### src/rtl/nss_pkg.sv
// ----------------------------------------------------------------------------
// nss_pkg
// Shared types and constants for the naive substring search block.
// ----------------------------------------------------------------------------
package nss_pkg;

	localparam int POS_W = 31;
	localparam logic [POS_W-1:0] POS_MAX = {POS_W{1'b1}};

	// command codes carried in the cmd field
	localparam logic CMD_NEEDLE   = 1'b0;
	localparam logic CMD_HAYSTACK = 1'b1;

	typedef struct packed {
		logic             cmd;
		logic [7:0]       data_byte;
		logic             last_flag;
		logic [POS_W-1:0] start_pos;
	} req_item_t;

	typedef struct packed {
		logic             found;
		logic [POS_W-1:0] match_pos;
	} rsp_item_t;

	// controls from the sequencer to the matcher
	typedef struct packed {
		logic       needle_wr;
		logic       hay_wr;
		logic [7:0] data;
	} mctl_t;

endpackage

### src/rtl/nss_matcher.sv
// ----------------------------------------------------------------------------
// nss_matcher
// Needle and haystack window shift registers with a parallel compare of the
// window as it stands after the current haystack byte.
// ----------------------------------------------------------------------------
module nss_matcher #(
	parameter int MAX_NEEDLE = 64,
	parameter int LEN_W      = $clog2(MAX_NEEDLE + 1)
) (
	input  logic                clk,
	input  nss_pkg::mctl_t      ctl,
	input  logic [LEN_W-1:0]    len,
	output logic                win_eq
);

	// Needle is kept newest-first like the window, so entry i of the needle
	// lines up with entry i of the window and every compare is at a fixed place.
	logic [7:0] needle_q [MAX_NEEDLE];
	logic [7:0] win_q    [MAX_NEEDLE];
	logic [7:0] win_next [MAX_NEEDLE];
	logic [MAX_NEEDLE-1:0] eq_vec;

	always_comb begin
		win_next[0] = ctl.data;
		for (int i = 1; i < MAX_NEEDLE; i++) begin
			win_next[i] = win_q[i-1];
		end
	end

	for (genvar g = 0; g < MAX_NEEDLE; g++) begin : g_cmp
		// entries at or beyond the needle length do not take part
		assign eq_vec[g] = (needle_q[g] == win_next[g]) || (LEN_W'(g) >= len);
	end

	assign win_eq = &eq_vec;

	always_ff @(posedge clk) begin
		if (ctl.needle_wr) begin
			needle_q[0] <= ctl.data;
			for (int i = 1; i < MAX_NEEDLE; i++) begin
				needle_q[i] <= needle_q[i-1];
			end
		end
		if (ctl.hay_wr) begin
			for (int i = 0; i < MAX_NEEDLE; i++) begin
				win_q[i] <= win_next[i];
			end
		end
	end

endmodule

### src/rtl/naive_substring_search_top.sv
// ----------------------------------------------------------------------------
// naive_substring_search_top
// Streaming substring search: loads a needle, then reports the first
// occurrence of it in each haystack.
// ----------------------------------------------------------------------------
//  channel | direction | handshake            | payload
//  req     | in        | req_valid/req_stall  | nss_pkg::req_item_t
//  rsp     | out       | rsp_valid/rsp_stall  | nss_pkg::rsp_item_t
//
//  One transaction per cycle is accepted while req_stall is low; a byte is
//  captured in the input register when taken, and its result is captured in
//  the result register when that byte advances out of the input register.
//  The window compare over MAX_NEEDLE bytes sits between the two registers.
//  A result held in the output register by rsp_stall stalls the input while
//  a byte waits in the input register, whether or not that byte has a result.
//  Reset is asynchronous; no clearing pass is needed after it.
// ----------------------------------------------------------------------------
module naive_substring_search_top #(
	parameter int MAX_NEEDLE = 64
) (
	input  logic                clk,
	input  logic                arst_n,
	input  logic                req_valid,
	output logic                req_stall,
	input  nss_pkg::req_item_t  req,
	output logic                rsp_valid,
	input  logic                rsp_stall,
	output nss_pkg::rsp_item_t  rsp
);

	localparam int LEN_W = $clog2(MAX_NEEDLE + 1);
	localparam int POS_W = nss_pkg::POS_W;

	logic               valid_s1;
	nss_pkg::req_item_t item_s1;
	logic               adv;

	logic [LEN_W-1:0] len_q;
	logic             ovf_q;
	logic             cmpl_q;
	logic [POS_W-1:0] seen_q;
	logic [POS_W-1:0] base_q;
	logic             done_q;

	logic             is_hay;
	logic [LEN_W-1:0] len_eff;
	logic             room;
	logic [POS_W-1:0] seen_n;
	logic [POS_W-1:0] len_ext;
	logic [POS_W-1:0] base_n;
	logic [POS_W-1:0] pos;
	logic             win_eq;
	logic             hit;
	logic             emit;
	nss_pkg::mctl_t   mctl;

	// input register
	assign adv       = valid_s1 && (!rsp_valid || !rsp_stall);
	assign req_stall = valid_s1 && !adv;

	always_ff @(posedge clk or negedge arst_n) begin
		if (!arst_n) begin
			valid_s1 <= 1'b0;
		end else if (!req_stall) begin
			valid_s1 <= req_valid;
		end
	end

	always_ff @(posedge clk) begin
		if (req_valid && !req_stall) begin
			item_s1 <= req;
		end
	end

	// search control
	always_comb begin
		is_hay  = (item_s1.cmd == nss_pkg::CMD_HAYSTACK);
		len_eff = cmpl_q ? '0 : len_q;
		room    = (len_eff < LEN_W'(MAX_NEEDLE));
		seen_n  = (seen_q == nss_pkg::POS_MAX) ? seen_q : seen_q + POS_W'(1);
		len_ext = POS_W'(len_q);
		base_n  = (seen_q == '0) ? item_s1.start_pos : base_q;
		pos     = base_n + (seen_n - len_ext);
		hit     = !done_q && cmpl_q && !ovf_q && (len_q != '0) &&
			(seen_n >= len_ext) && win_eq;
		emit    = is_hay && (hit || (item_s1.last_flag && !done_q));

		mctl.needle_wr = adv && !is_hay && room;
		mctl.hay_wr    = adv && is_hay;
		mctl.data      = item_s1.data_byte;
	end

	nss_matcher #(
		.MAX_NEEDLE (MAX_NEEDLE),
		.LEN_W      (LEN_W)
	) u_matcher (
		.clk    (clk),
		.ctl    (mctl),
		.len    (len_q),
		.win_eq (win_eq)
	);

	always_ff @(posedge clk or negedge arst_n) begin
		if (!arst_n) begin
			len_q  <= '0;
			ovf_q  <= 1'b0;
			cmpl_q <= 1'b0;
			seen_q <= '0;
			base_q <= '0;
			done_q <= 1'b0;
		end else if (adv) begin
			if (!is_hay) begin
				// a byte after a finished needle starts a new one
				len_q  <= room ? len_eff + LEN_W'(1) : len_eff;
				ovf_q  <= (ovf_q && !cmpl_q) || !room;
				cmpl_q <= item_s1.last_flag;
				seen_q <= '0;
				done_q <= 1'b0;
			end else begin
				base_q <= base_n;
				seen_q <= item_s1.last_flag ? '0 : seen_n;
				done_q <= item_s1.last_flag ? 1'b0 : (done_q || hit);
			end
		end
	end

	// result register
	always_ff @(posedge clk or negedge arst_n) begin
		if (!arst_n) begin
			rsp_valid <= 1'b0;
		end else if (adv && emit) begin
			rsp_valid <= 1'b1;
		end else if (!rsp_stall) begin
			rsp_valid <= 1'b0;
		end
	end

	always_ff @(posedge clk) begin
		if (adv && emit) begin
			rsp.found     <= hit;
			rsp.match_pos <= hit ? pos : '0;
		end
	end

`ifndef SYNTHESIS
	a_notfound_zero_pos: assert property (@(posedge clk) disable iff (!arst_n)
		rsp_valid && !rsp.found |-> rsp.match_pos == '0)
		else $error("not-found result carries a nonzero position");

	a_hit_sets_done: assert property (@(posedge clk) disable iff (!arst_n)
		adv && is_hay && hit && !item_s1.last_flag |=> done_q)
		else $error("match did not close the haystack");

	a_len_bound: assert property (@(posedge clk) disable iff (!arst_n)
		len_q <= LEN_W'(MAX_NEEDLE))
		else $error("needle length beyond capacity");

	a_ovf_full: assert property (@(posedge clk) disable iff (!arst_n)
		ovf_q |-> len_q == LEN_W'(MAX_NEEDLE))
		else $error("overflow flagged on a needle that is not full");

	a_stall_held: assert property (@(posedge clk) disable iff (!arst_n)
		req_stall |-> valid_s1 && rsp_valid && rsp_stall)
		else $error("input stalled without a blocked result");
`endif

endmodule
### config.mk
export PLATFORM = sky130hd
export DESIGN_NAME = naive_substring_search_top
export DESIGN_NICKNAME = d
export VERILOG_FILES = /design/src/rtl/nss_pkg.sv /design/src/rtl/nss_matcher.sv /design/src/rtl/naive_substring_search_top.sv
export SDC_FILE = /design/constraint.sdc
export NUM_CORES = 1
export LEC_CHECK = 0
export BUFFER_PORTS_ARGS = -buffer_cell sky130_fd_sc_hd__buf_2
export CORE_AREA = 2 2 323 325
export DETAILED_ROUTE_END_ITERATION = 10
export DIE_AREA = 0 0 325 327
export GPL_ROUTABILITY_DRIVEN = 0
export PLACE_DENSITY = 0.57
export SLEW_MARGIN = 20
export SYNTH_ARGS = -nofsm -noshare
export SYNTH_HDL_FRONTEND = slang
export SYNTH_SLANG_ARGS = --single-unit
### constraint.sdc
create_clock -name clk -period 83.7 [get_ports clk]
set_input_delay 8.37 -clock clk [delete_from_list [all_inputs] [get_ports clk]]
set_output_delay 8.37 -clock clk [all_outputs]
set_load 0.03 [all_outputs]
==> key figures, run 1 <==
Synth
  • Top_reg_cell synth: edfxtp_1
  • Post-Syn Instances: 2741
  • Cell area after synthesis: approximately 46000 um2
  • Count of state elements after synthesis: approximately 1200
  • Avg Inst Size Synth: 16.7 um2
  • Syn nets: between 2000 and 3000
  • Synth warnings: 0
  • Sequential share of the synthesized area: 75.5%
  • Post-synth EDFFs: 1089
  • Async SR Flop Fraction: between 6 and 7%
  • Post-synthesis cell type count: 75

STA
  • Worst-Margin Slew: between 1 and 1.5 ns
  • Fin. max-slew vios: 0
  • Tcrit/Tclk final: 20.6%
  • Finish-stage setup viols: 0
  • Sum of negative setup slack: 0 ns
  • Final Hold Viols: 0
  • Layout Skew: between 0.015 and 0.02 ns
  • Max frequency: between 0.05 and 0.06 GHz
  • Slew headroom: between 20% and 30%
  • Post-route minimum period: 17.24 ns
  • RSZ-0062 raised after global routing: no

Critical path
  • Worst path depth: 4
  • Worst reg2reg startpoint: seen_q[11]
  • Critical-path top delay cell: buf_2
  • Worst Setup End Kind: primary output
  • Worst path required time: 75.33 ns
  • R2R Setup Slk: approximately 77 ns
  • Startpoint types: input pin
  • Worst Setup SP: rsp_stall
  • Setup CP Type: in -> out
  • Most frequent cell on the critical path: buf_2
  • Reg2Reg Depth: 15
  • Critical Path End: req_stall
  • Crit path largest cell delay: around 0.19 ns
  • Critical path, cell by cell: buf_2 -> nand3_1 -> inv_1 -> buf_2
  • CP delay by family, top: buffers and inverters
  • Crit path buffers/inverters: 3
  • WP data arrival: between 8 and 9 ns
  • CP max FO: 3
  • Worst r2r dst: rsp[0]

Global route
  • GR Util met2: around 29%
  • Global-route wire length before repair: between 100 and 150 mm
  • Pin count of the biggest net entering global routing: ~160
  • Number of global-route vias before repair: around 24000
  • Met3 Use GR: 2.79%
  • Total global routing overflow: 0
  • Busiest layer in global routing: met2
  • Total track usage: 17.5%
  • Met1 GRT Util: approximately a quarter
  • Initial antenna violation count: 1

Drt
  • Initial DRT Pass Iterations: 5
  • Post-Route WL: between 90 and 100 mm
  • Drt via density: between 5 and 6
  • 1st-iter DRT viols: between 2000 and 2500
  • Post-DRT Antenna Nets: 0
  • DR DRC count: 0
  • Vias: approximately 23000
  • Routed WL per cell: about 21 um

Die
  • Area of the core: 103000 um2
  • # IOs: 79
  • Row count: around 120
  • Initial Utilization: roughly 45%
  • Die area: between 100000 and 150000 um2
  • Chip Height: ~330 um
  • Die Span X: roughly 330 um

Clock network
  • # H-tree levels: 3
  • Clock Sinks: between 1000 and 1500
  • TritonCTS buffer count: approximately 120
  • TritonCTS clock tree: built
  • CTS Root Cell: clkbuf_16
  • Clk buf depth: 3
  • Post-CTS Setup Bufs: 0
  • Post-CTS resize count: 0
  • Worst skew pair latency: 0.69 ns
  • Clock transition at path regs: ~0.060 ns
  • Hold_buf cts: 0

Power and ir drop
  • Sequential power share: 52.4%
  • Int Pwr: approximately 990 uW
  • Pwr per Cell Area: 25.4 nW/um2
  • Sw Ratio: ~24%
  • Power Total: between 1 and 1.5 mW
  • Combinational cell fraction of total power: a little over a tenth
  • Clk network pwr share: 37.0%
  • Leakage: ~17 nW
  • Net Sw Power: ~320 uW
  • Peak VDD IR: between 0.015 and 0.02 mV

Place
  • # port buffers: 78
  • DP Wirelength: between 60 and 70 mm

Min path
  • Hold Path Class: reg -> reg

Cells and area
  • Area delta synth->final: 12.4%
  • Share of layout cells above drive strength 1: a little under a tenth
  • Final design utilization: 50.0%
  • Net count, final: around 3000
  • Filler cells: 8540

Outcome
  • Status: finished, final reports clean

Flow run
  • Maxcap violations: 0
[cell usage in the layout (no fill, tap or decap), drive strengths merged, types with 9 or more instances in the layout]
cell type and instances:
o21ai 96, clkinv 53, o22ai 14, nor4 57
clkbuf 152, edfxtp 1089, nor2 71, nand4 121
a21o 14, and2 9, inv 77, nand3 32
xnor2 432, a31oi 11, o31ai 11, o21a 9
nor3 36, nor2b 10, mux2i 27, ha 64
a21oi 41, dfrtp 74, a211oi 14, nand2 134
buf 99, xor2 125
[power groups by stage]
stage                     Combinational [mW]  Sequential [mW]  Clock, mW
after global routing                   0.154            0.688      0.520
final                                  0.138            0.686      0.484
after floorplan                       0.0956            0.718          0
after global placement                 0.136            0.697          0
after detailed placement               0.138            0.698          0
after CTS                              0.139            0.686      0.498
[per-layer routing]
metal  wire length [um]  up-vias
met4               1730        0
met5                  0        -
li1                   -    10700
met3               4960      131
met1              41000    11800
met2              45100      626
[flip-flops by register name (all words and copies together) (netlist names)]
signal / flops
u_matcher.needle_q: 512
u_matcher.win_q: 504
item_s1: 40
rsp: 32
base_q: 31
seen_q: 31
len_q: 7
cmpl_q: 1
done_q: 1
is_hay: 1
ovf_q: 1
rsp_valid: 1
valid_s1: 1
[worst min path at each step]
stage	start	to	cells after the start
2_1_floorplan	base_q[1]	base_q[1]	2
3_3_place_gp	u_matcher.needle_q[0][3]	u_matcher.needle_q[0][11]	0
3_5_place_dp	u_matcher.needle_q[0][121]	u_matcher.needle_q[0][129]	0
4_1_cts	u_matcher.win_q[1][39]	u_matcher.win_q[1][47]	0
5_1_grt	u_matcher.win_q[1][39]	u_matcher.win_q[1][47]	0
6_report	u_matcher.win_q[1][39]	u_matcher.win_q[1][47]	0
[final cells by class]
cell class | instances | area, um2 | area share (%)
diodes | 1 | 2.50 | 0.00486
clock buffers | 152 | 3140 | 6.11
flip-flops and latches | 1163 | 34600 | 67.1
well taps | 1380 | 1730 | 3.35
multi-input cells | 1456 | 10800 | 20.9
clock inverters | 60 | 389 | 0.756
repair buffers | 99 | 596 | 1.16
inverters | 75 | 289 | 0.561
[kinds of logic after synthesis]
| group | count (synthesis) | share of synthesized area (%) |
|---|---|---|
| and+or+nand+nor | 512 | 5.96 |
| muxes | 35 | 0.787 |
| DFF | 1163 | 75.5 |
| buffers and inverters | 122 | 1.07 |
| xor gates and xnor gates | 557 | 10.7 |
| adders and majority gates | 73 | 2.10 |
| AOI/OAI and AO/OA | 279 | 3.98 |
[cell usage after synthesis, drive strengths merged, types with 10 or more instances]
cell | instances | area (um2)
clkbuf | 35 | 134
dfrtp | 74 | 1850
nor2 | 71 | 274
mux2i | 27 | 270
a211oi | 14 | 110
xor2 | 125 | 1090
nand2 | 134 | 503
o31ai | 11 | 82.6
o22ai | 14 | 87.6
nor4 | 57 | 408
a31oi | 11 | 68.8
buf | 12 | 75.1
a21oi | 41 | 205
o21ai | 96 | 480
nor3 | 36 | 185
ha | 64 | 801
edfxtp | 1089 | 32700
inv | 73 | 274
nand3 | 32 | 160
nor2b | 10 | 62.6
xnor2 | 432 | 3780
nand4 | 121 | 785
a21o | 14 | 105
[stage by stage]
stage | area (um2) | cells | setup WS (ns) | hold slack (ns)
floorplan | 45800 | 2741 | 37.91 | 0.442
global placement | 47900 | 4172 | 66.45 | 0.451
detailed placement | 47900 | 4172 | 66.46 | 0.455
CTS | 51400 | 4384 | 66.45 | 0.459
global route | 51500 | 4385 | 66.41 | 0.476
finish | 51500 | 4386 | 66.46 | 0.458
(Power assumes the default switching activity.)
==> inputs of run 2 (changes only) <==
ABC_AREA = 1   (was unset)
CORE_AREA = 2 2 331 333   (was 2 2 323 325)
DIE_AREA = 0 0 333 335   (was 0 0 325 327)
clock period = 16.1 ns   (was 83.7 ns; I/O delays follow)
==> run 2 against run 1 <==
  * Via count grew 16%
  * Design area grew 5.8%
  * Core utilization grew 0.35 points
  * Clock-buffer cell count grew 4
  * Area after synthesis grew 5.7%
  * Critical path type is now in -> reg
  * Critical endpoint is now u_matcher.needle_q[0][191]
  * Largest power group unchanged
==> key figures, run 2 <==
STA
  • Max frequency: between 0.15 and 0.2 GHz
  • Crit path setup slack, layout: 10.12 ns (-56.34 ns)
  • Slew headroom: 19.6% (-7.1 points)
  • Final hold slack: 0.440 ns (-0.0178 ns)
  • RSZ-0062 raised after global routing: no
  • Layout Skew: 0.0423 ns (+0.0247 ns)
  • Worst-Margin Slew: 1.21 ns (+0.107 ns)
  • Post-route minimum period: 5.98 ns
  • Finish-stage setup viols: 0 (unchanged)
  • Fin. max-slew vios: 0 (unchanged)
  • Sum of negative setup slack: 0 ns (unchanged)
  • Final Hold Viols: 0 (unchanged)
  • Tcrit/Tclk final: between 30% and 40%

Flow run
  • Maxcap violations: 0 (unchanged)

Clock network
  • # H-tree levels: 3 (unchanged)
  • CTS Root Cell: clkbuf_16
  • Hold_buf cts: 0 (unchanged)
  • Clock transition at path regs: 0.06 ns (about the same)
  • Clk buf depth: 3 (unchanged)
  • Post-CTS Setup Bufs: 0 (unchanged)
  • TritonCTS clock tree: built
  • Clock Sinks: 1163 (unchanged)
  • TritonCTS buffer count: 119 (+1.7%)
  • Post-CTS resize count: 0 (unchanged)
  • Worst skew pair latency: 0.73 ns (+0.04 ns)

Cells and area
  • Biggest regs: u_matcher.needle_q (512), u_matcher.win_q (504), item_s1 (40)
  • Max FFs per register: 512 (unchanged)
  • Post-route insts no fill: 5509 (+26%)
  • Most frequent cells in the layout: edfxtp_1, nand2_1, inv_1
  • Filler cells: 9317 (+9.1%)
  • Area delta synth->final: 12.5% (about the same)
  • Net count, final: 4116 (+36%)
  • Reg with most FFs: u_matcher.needle_q
  • Most common cell after layout, fill and taps aside: edfxtp_1
  • Ant. Diodes: 0 (-1)
  • Share of layout cells above drive strength 1: 7.89% (-1.6 points)
  • Fin area: 54500 um2 (+5.8%)

Critical path
  • Worst path required time: 16.43 ns (-58.90 ns)
  • CP max FO: 177 (+174)
  • Worst Setup End Kind: flip-flop
  • Setup CP Type: in -> reg
  • Startpoint types: input pin
  • WP data arrival: 6.31 ns (-2.56 ns)

Die
  • Area of the core: 108000 um2 (+5.0%)
  • Initial Utilization: 44.8% (+0.28 points)
  • Row count: 121 (+2.5%)
  • Chip Height: 335 um (+2.4%)
  • Die area: 112000 um2 (+5.0%)
  • Die Span X: 333 um (+2.5%)
  • # IOs: 79 (unchanged)

Synth
  • Post-Syn Instances: 3814 (+39%)
  • Cell area after synthesis: 48400 um2 (+5.7%)
  • Post-synth EDFFs: 1089 (unchanged)
  • Syn nets: 3930 (+38%)
  • Count of state elements after synthesis: 1163 (unchanged)
  • Async SR Flop Fraction: 6.36% (unchanged)
  • Most frequent cells after synthesis: edfxtp_1, nand2_1, inv_1
  • Avg Inst Size Synth: 12.7 um2 (-24%)
  • Post-synthesis cell type count: 48 (-36%)
  • Synth area leader: edfxtp_1
  • Top_reg_cell synth: edfxtp_1
  • Top-count cell post-synth: edfxtp_1
  • Synth warnings: 0 (unchanged)
  • Synth top area share: 67.6% (-3.9 points)
  • Sequential share of the synthesized area: 71.4% (-4.1 points)
  • Synth area leaders: edfxtp_1, xnor2_1, nand2_1

Place
  • Place WS: 9.26 ns (-57.20 ns)
  • Placed Cells: 5293 (+27%)
  • DP Wirelength: 63.4 mm (+3.3%)
  • Cell Area, Placed: 50600 um2 (+5.6%)
  • # port buffers: 78 (unchanged)

Drt
  • Post-Route WL: 95.3 mm (+2.7%)
  • Post-DRT Antenna Nets: 0 (unchanged)
  • DR DRC count: 0 (unchanged)
  • Routed WL per cell: 17.3 um (-18%)
  • Met1 wire length: 44.3 mm (+8.0%)
  • Drt via density: 4.89 (-7.7%)
  • Initial DRT Pass Iterations: 6 (+1)
  • Vias: 27000 (+16%)
  • Top sig layer: met4
  • WL met3: 4.35 mm (-12%)
  • 1st-iter DRT viols: 2190 (+2.4%)
  • Met2 wire length: 44.3 mm (-1.8%)

Min path
  • Hold Path Class: reg -> reg

Global route
  • Total track usage: 17.1% (-0.35 points)
  • Total global routing overflow: 0 (unchanged)
  • Pin count of the biggest net entering global routing: 178 (+9.9%)
  • Number of global-route vias before repair: 26700 (+11%)
  • Global-route wire length before repair: 149 mm (+3.9%)
  • Initial antenna violation count: 1 (unchanged)

Power and ir drop
  • Peak VDD IR: 0.101 mV (+470%)
  • Pwr per Cell Area: 132 nW/um2 (+420%)
  • Leakage: 20.3 nW (+22%)

Outcome
  • Status: finished, final reports clean
==> run 2: cell families after synthesis <==
| group | after synthesis | share of synthesized area (%) |
|---|---|---|
| multiplexers | 24 | 0.496 |
| AND/OR/NAND/NOR | 1418 | 12.0 |
| buffers and inverters | 463 | 3.68 |
| AO/OA/AOI/OAI | 253 | 2.84 |
| flip-flops | 1163 | 71.4 |
| adder cells (fa/ha/maj) | 71 | 1.94 |
| XOR/XNOR | 422 | 7.63 |
==> run 2: critical path, cell delays in order <==
cell and delay [ns]:
buf_2 0.09, nand2_1 0.09, inv_1 0.06, nor2_2 0.08, buf_4 0.37, inv_1 0.08
nor2_1 0.32, inv_1 0.20, nor2_4 0.73, buf_4 0.84, buf_12 0.63, buf_4 0.90
==> run 2: where the power goes <==
part / leakage (nW) / internal (mW) / switching [mW] / total [mW]
registers: 10.8 / 3.52 / 0.113 / 3.63
clock network: 1.86 / 1.56 / 1.14 / 2.71
logic: 7.61 / 0.283 / 0.555 / 0.838
total: 20.3 / 5.36 / 1.81 / 7.17
==> run 2: cell type report <==
class	instances	area, um2	share of cell area, %
well taps	1414	1770	3.25
multi-input cells	2188	12100	22.2
clock inverters	60	724	1.33
inverters	436	1640	3.02
clock buffers	156	3130	5.74
flip-flops and latches	1163	34600	63.5
repair buffers	92	548	1.01
==> run 2: worst paths after layout <==
| check | cells after the start | endpoint | from | slack [ns] |
|---|---|---|---|---|
| worst min register to register | 0 | u_matcher.needle_q[0][36] | u_matcher.needle_q[0][28] | 0.44 |
| worst max register to register | 20 | rsp[24] | seen_q[0] | 10.69 |
| max in group asynchronous | 2 | base_q[5] | arst_n | 14.18 |
| worst max-delay path | 12 | u_matcher.needle_q[0][191] | rsp_stall | 10.12 |
| min in group asynchronous | 1 | base_q[16] | arst_n | 0.79 |
| worst min-delay path | 0 | u_matcher.needle_q[0][36] | u_matcher.needle_q[0][28] | 0.44 |
==> run 2: metrics by stage <==
step | util, % | power, mW
2_1_floorplan | - | 4.31
3_3_place_gp | 46.8 | 4.52
3_5_place_dp | 46.8 | 4.53
4_1_cts | 50.4 | 7.25
5_1_grt | 50.4 | 7.50
6_report | 50.4 | 7.17
==> run 2: metal layers <==
layer / track usage (%) / vias up
met4: 5.31 / 0
met2: 27.3 / 602
met5: 0 / -
li1: - / 13200
met3: 2.47 / 159
met1: 24.3 / 13000
